[config.mk]
export PLATFORM = sky130hd
export DESIGN_NAME = rrp_sqrt
export DESIGN_NICKNAME = d
export VERILOG_FILES = /design/src/rtl/core/rrp_sqrt.sv
export SDC_FILE = /design/constraint.sdc
export NUM_CORES = 2
export LEC_CHECK = 0
export BUFFER_PORTS_ARGS = -buffer_cell sky130_fd_sc_hd__buf_2
export CORE_MARGIN = 4
export CORE_UTILIZATION = 63
export DETAILED_ROUTE_END_ITERATION = 8
export PLACE_DENSITY = 0.91
export SLEW_MARGIN = 20
export SYNTH_ARGS = -nofsm -noshare
export SYNTH_HDL_FRONTEND = slang
export SYNTH_SLANG_ARGS = --single-unit
[constraint.sdc]
create_clock -name clk -period 3.4 [get_ports clk]
set_clock_uncertainty 0.15 [all_clocks]
set_input_delay 0.34 -clock clk [delete_from_list [all_inputs] [get_ports clk]]
set_output_delay 0.34 -clock clk [all_outputs]
set_load 0.02 [all_outputs]
[src/rtl/core/rrp_sqrt.sv]
// ----------------------------------------------------------------------------
// rrp_sqrt
// Pipelined restoring square root, one result bit per stage.
// ----------------------------------------------------------------------------
module rrp_sqrt #(
    parameter int IN_BITS  = 41,
    parameter int OUT_BITS = 21,
    parameter int TAG_BITS = 8
) (
    input  logic                clk,
    input  logic                rst_n,
    input  logic                en,
    input  logic                in_valid,
    input  logic [IN_BITS-1:0]  in_rad,
    input  logic [TAG_BITS-1:0] in_tag,
    output logic                out_valid,
    output logic [OUT_BITS-1:0] out_root,
    output logic [TAG_BITS-1:0] out_tag
);
    localparam int RW = 2 * OUT_BITS;
    localparam int PW = OUT_BITS + 2;

    logic [OUT_BITS-1:0] vld_reg;
    logic [RW-1:0]       rad_reg  [OUT_BITS];
    logic [PW-1:0]       rem_reg  [OUT_BITS];
    logic [OUT_BITS-1:0] root_reg [OUT_BITS];
    logic [TAG_BITS-1:0] tag_reg  [OUT_BITS];

    logic [OUT_BITS-1:0] vld_in;
    logic [RW-1:0]       rad_in   [OUT_BITS];
    logic [PW-1:0]       rem_in   [OUT_BITS];
    logic [OUT_BITS-1:0] root_in  [OUT_BITS];
    logic [TAG_BITS-1:0] tag_in   [OUT_BITS];
    logic [PW-1:0]       rem_sh   [OUT_BITS];
    logic [PW-1:0]       trial    [OUT_BITS];
    logic [OUT_BITS-1:0] ok;

    assign vld_in = {vld_reg[OUT_BITS-2:0], in_valid};

    always_comb
    begin
        rad_in[0]  = RW'(in_rad);
        rem_in[0]  = '0;
        root_in[0] = '0;
        tag_in[0]  = in_tag;
        for (int i = 1; i < OUT_BITS; i++)
        begin
            rad_in[i]  = rad_reg[i-1];
            rem_in[i]  = rem_reg[i-1];
            root_in[i] = root_reg[i-1];
            tag_in[i]  = tag_reg[i-1];
        end
        for (int i = 0; i < OUT_BITS; i++)
        begin
            rem_sh[i] = {rem_in[i][PW-3:0], rad_in[i][RW-1 -: 2]};
            trial[i]  = {root_in[i], 2'b01};
            ok[i]     = rem_sh[i] >= trial[i];
        end
    end

    always_ff @(posedge clk or negedge rst_n)
    begin
        if (!rst_n)
        begin
            vld_reg <= '0;
        end
        else if (en)
        begin
            vld_reg <= vld_in;
        end
    end

    always_ff @(posedge clk)
    begin
        if (en)
        begin
            for (int i = 0; i < OUT_BITS; i++)
            begin
                rad_reg[i]  <= rad_in[i] << 2;
                rem_reg[i]  <= ok[i] ? rem_sh[i] - trial[i] : rem_sh[i];
                root_reg[i] <= {root_in[i][OUT_BITS-2:0], ok[i]};
                tag_reg[i]  <= tag_in[i];
            end
        end
    end

    assign out_valid = vld_reg[OUT_BITS-1];
    assign out_root  = root_reg[OUT_BITS-1];
    assign out_tag   = tag_reg[OUT_BITS-1];
endmodule

== Word-level counts from Yosys, hierarchy flattened ==
Memories as Yosys holds them, arrays and structs flattened.
Index checks and enable logic that the tools add are counted.
W data, S select, Z words.

* Memory bits (writable): 1932
* Logic and storage cells: 70
* Memories kept: 4
* Flip-flop bits (word level): 21
* Input bits: 53

{| class="wikitable"
|+ Memory list
! name !! depth !! width !! rd ports !! clocked after Yosys merged registers in !! wr ports !! line !! text
|-
| rad_reg || 21 || 40 || 20 || 0 || 21 || 24 || <nowiki>logic [RW-1:0] rad_reg [OUT_BITS];</nowiki>
|-
| rem_reg || 21 || 23 || 20 || 0 || 21 || 25 || <nowiki>logic [PW-1:0] rem_reg [OUT_BITS];</nowiki>
|-
| root_reg || 21 || 21 || 21 || 0 || 21 || 26 || <nowiki>logic [OUT_BITS-1:0] root_reg [OUT_BITS];</nowiki>
|-
| tag_reg || 21 || 8 || 21 || 0 || 21 || 27 || <nowiki>logic [TAG_BITS-1:0] tag_reg [OUT_BITS];</nowiki>
|}

* Add/subtract/negate cells: 21
* Mux-type cells: 23
* Order comparisons: 21

{| class="wikitable"
|+ Operator list
! operator !! count
|-
| $mux W23 || 21
|-
| $ge A23 B23 Y1 || 20
|-
| $sub A23 B23 Y23 || 20
|-
| $mux W1 || 2
|-
| $sub A1 B1 Y2 const B || 1
|-
| $ge A1 B1 Y1 const B || 1
|}

== Longest topological paths before layout ==
An unclocked memory read counts as a cell.

* Depth in word-level cells: 3
* Depth in mapped cells: 13
* Gate-level depth less buffers: 10

== Worst setup path after synthesis ==
OpenSTA, ideal clock, no wires.

* Path kind: register to register
* From: memory rem_reg[0][23] (netlist bit)
* To: memory rem_reg[0][62] (netlist bit) (data pin)
* Clock period less this slack: 3052 ps
* Arrival time: 2642 ps
* Stages on the path, launching flop included: 9
* Slack: 348 ps
* Path through: edfxtp_1 -> ha_1 -> nand4b_1 -> and3_1 -> nor4bb_1 -> or4_4 -> or4b_4 -> nor3_2 -> mux2_2

{| class="wikitable"
|+ RTL lines
! what !! line
|-
| from (decl) || 25
|}

==> results.md <==
* Required time of the critical path at ~3700 ps
* Kind of end point of the critical path: flip-flop
* Clk network pwr share at 0.329
* Top area cells in the synthesized netlist: sky130_fd_sc_hd__edfxtp_1 68%, sky130_fd_sc_hd__ha_1 5.9%, sky130_fd_sc_hd__xor2_1 2.5%, sky130_fd_sc_hd__xnor2_1 2.3%, sky130_fd_sc_hd__inv_1 2.2%
* Outcome: complete, no violations
* Critical Path Fanout Max at 4
* Chain of cells forming the critical path: inv_1 > ha_2 > nand4b_1 > and3_1 > nor4bb_1 > or4_4 > or4b_4 > nor3_2 > mux2_2
* Share of cell area taken by muxes after synthesis at 0.0122
* Post-Syn Nets at 4,155
* Internal power summed over all cells at 0.0289 W
* Layout cells sized above 1 at 0.103
* Util after Layout at 0.721
* Max Buffers Root-to-Sink at 3
* Leak Pwr at 23.3 nW
* Wire per inst at 19.9 um
* Clock tree from TritonCTS: built
* Unrepaired setup endpoints after global routing: no
* Leading cell type by number of instances after synthesis: sky130_fd_sc_hd__edfxtp_1
* Placer Congestion at roughly 0.9
* Clock Sink Count at 1,230
* Std-Cell Rows at between 100 and 150
* Pin count of the biggest net entering global routing at 81
* Startpoint of the worst register-to-register path: root_reg[0][21]
* Top cells by count, synth: 1,209 x sky130_fd_sc_hd__edfxtp_1, 311 x sky130_fd_sc_hd__inv_1, 285 x sky130_fd_sc_hd__nand2_1, 252 x sky130_fd_sc_hd__ha_1, 231 x sky130_fd_sc_hd__o21ai_0
* Total number of H-tree levels at 3
* Die extent in x at 300 um
* Via count at approximately 32,000
* DPL Wire Length at slightly below 70,000 um
* Area of the mapped netlist at 0.0537 mm2
* Part of the total power dissipated in sequential elements at 0.508
* Core Footprint at ~0.084 mm2
* WP buf/inv at 1
* Basic-gate share of the synthesized area counting and, or, nand and nor cells at 0.0852
* Most used DFF post-synth: sky130_fd_sc_hd__edfxtp_1
* Register bit count reported by yosys at 1,230
* Slowest library cell on the worst path: sky130_fd_sc_hd__or4b_4
* Share of total power consumed by net switching at 0.262
* Pin slew with the least headroom to its limit at approximately 870 ps
* Post-synth EDFFs at 1,209
* Sum of negative setup slack at 0 ps
* Initial cell density of the core at 0.639
* Diodes inserted at 0
* Post-detailed-routing wire length at between 100,000 and 150,000 um
* Input/output buffers at roughly 80
* Number of design-rule violations left by the first detailed-router iteration at 2,821
* Number of cells in the design after placement at 5,087
* Relative contribution of combinational cells to total power at 0.163
* Routed via count divided by cell count at 5.99
* Number of flip-flops in the largest register at 420
* Final net count at roughly 4,400
* Top achievable clock speed at around 300 MHz
* DRT Pass-1 Iters at 6
* Area growth from synthesis to final layout at 12.8%
* Compound-gate portion of the synthesized area at 0.0839
* Number of library cell types mapped by synthesis at 79
* GR Util All Layers at 0.236
* Startpoint of the tightest hold check path: in_rad[38]
* DRC at 0
* Gate Count Post-Synth at 3,850
* Die Y at between 300 and 400 um
* Number of pins exceeding their max-slew limit in the final report at 0
* Number of global-route vias before repair at between 30,000 and 40,000
* Clock transition at path regs at about 70 ps
* Dominant combinational cell family by area after synthesis: simple AND/OR/NAND/NOR gates
* Grt total ovfl at 0
* Xor-xnor portion of the synthesized cell area at 0.0482
* Start point of the critical path: root_reg[0][21]
* I/O pin count at 83
* Family of cells with the greatest summed delay on the critical path: simple AND/OR/NAND/NOR gates
* Wire length of the first global-routing pass at 170,000 um
* Number of maximum-capacitance violations at 0
* Cell area after layout at just over 0.06 mm2
* Number of standard cells in the final layout excluding fillers at approximately 5,400
* Cell accounting for the most synthesized area: sky130_fd_sc_hd__edfxtp_1
* Count of yosys warnings during synthesis at 0
* Tightest Hold Check Type: primary input to flip-flop
* PwrDens at about 650 mW/mm2
* P_sw at between 0.01 and 0.015 W
* Launching element type of the critical path: flip-flop
* Hold Worst Slack at ~190 ps
* Number of CTS-inserted buffers at around 120
* Antenna violation net count after detailed routing at 0
* Post-Synthesis Mean Instance Area at 14.0 um2
* Worst vdd rail ir drop at about 0.61 mV
* Clock Latency Late Sink at around 690 ps
* Synthesized-area fraction occupied by adder cells at 0.0587
* Maximum single-stage delay on the critical path at slightly below 600 ps
* Category of the most critical setup path: flip-flop to flip-flop
* Clock root buffer: sky130_fd_sc_hd__clkbuf_16
* Instance area after placement at 0.0562 mm2
* Async SR Flop Fraction at 0.0171
* # setup viols final at 0
* Final critical path time including I/O delays and setup at 3340 ps
* Number of hold violations in the final report at 0
* Portion of synthesized cell area occupied by the leading cell type at 0.676
* Data arrival time at the worst-slack endpoint at ~3700 ps
* Relative slew slack at 0.418
* Initial antenna violation count at 0
* Fraction of the yosys area taken by sequential cells at 0.685
* Final worst-path cycle share at 0.983
* Total Die Area at around 0.090 mm2
## path summary, 6_finish.rpt
kind                                  end  slack, ps  cells after the start
max                        rem_reg[0][62]         60                      9
min                        rad_reg[0][38]        190                      2
max reg2reg                rem_reg[0][62]         60                      9
min reg2reg                rad_reg[1][50]        260                      0
max in group asynchronous     vld_reg[12]       1860                      3
min in group asynchronous     vld_reg[19]        710                      3
## worst reg2reg max path, cell delays in order (launching register included)
cell and delay [ps]:
sky130_fd_sc_hd__edfxtp_1 410, sky130_fd_sc_hd__inv_1 70, sky130_fd_sc_hd__ha_2 380, sky130_fd_sc_hd__nand4b_1 120, sky130_fd_sc_hd__and3_1 230, sky130_fd_sc_hd__nor4bb_1 170, sky130_fd_sc_hd__or4_4 520, sky130_fd_sc_hd__or4b_4 580
sky130_fd_sc_hd__nor3_2 140, sky130_fd_sc_hd__mux2_2 350
## kinds of logic (layout without fill, tap and decap cells)
kind of cell | Yosys count | after routing
simple gates | 920 | 920
buf+inv | 371 | 741
xor+xnor | 296 | 296
flops | 1230 | 1230
compound gates | 721 | 721
mux | 59 | 59
other cells | 1 | 1
fa+ha+maj | 252 | 252
## through the flow
step / power (W) / worst slack (ps)
2_1_floorplan: 0.0242 / 348
3_3_place_gp: 0.0260 / 258
3_5_place_dp: 0.0263 / 145
4_1_cts: 0.0393 / 43.1
5_1_grt: 0.0409 / 0.244
6_report: 0.0391 / 57.9
## power groups by stage
stage               Combinational [W]  Clock [W]  Sequential, W
floorplan                     0.00445          0         0.0197
global placement              0.00594          0         0.0200
detailed placement            0.00616          0         0.0201
CTS                           0.00632     0.0131         0.0199
global route                  0.00708     0.0138         0.0200
finish                        0.00638     0.0129         0.0199
## placed cells by master, fill, tap and decap left out, drive strengths merged, types with 81 or more instances in the layout
master  instances
edfxtp       1209
clkbuf        142
ha            252
buf           164
nor2          178
nor3           91
xor2          153
inv           315
a21oi         164
a21o           81
nand2         285
o21ai         233
xnor2         143
## routing by layer
layer	up-vias	global-route usage	wire, um
met5	-	0	0
met1	15500	0.278	39400
met3	301	0.0339	6310
met4	0	0.0999	4440
met2	1348	0.435	56500
li1	14900	-	-
## cell type report
| class | instances | area (um2) |
|---|---|---|
| flip-flops and latches | 1230 | 36800 |
| clock inverters | 71 | 771 |
| well taps | 1134 | 1420 |
| inverters | 311 | 1170 |
| clock buffers | 142 | 3040 |
| repair buffers | 217 | 1800 |
| multi-input cells | 2249 | 15600 |
| fillers | 5129 | 23500 |
## timing repair
item                                    in CTS  in global routing
buffers inserted                             0                  1
hold buffers                                53                  0
endpoints found under the setup margin       0                 23
resized for setup                            0                 16
endpoints found under the hold margin       92                  0
(Power assumes the default switching activity.)
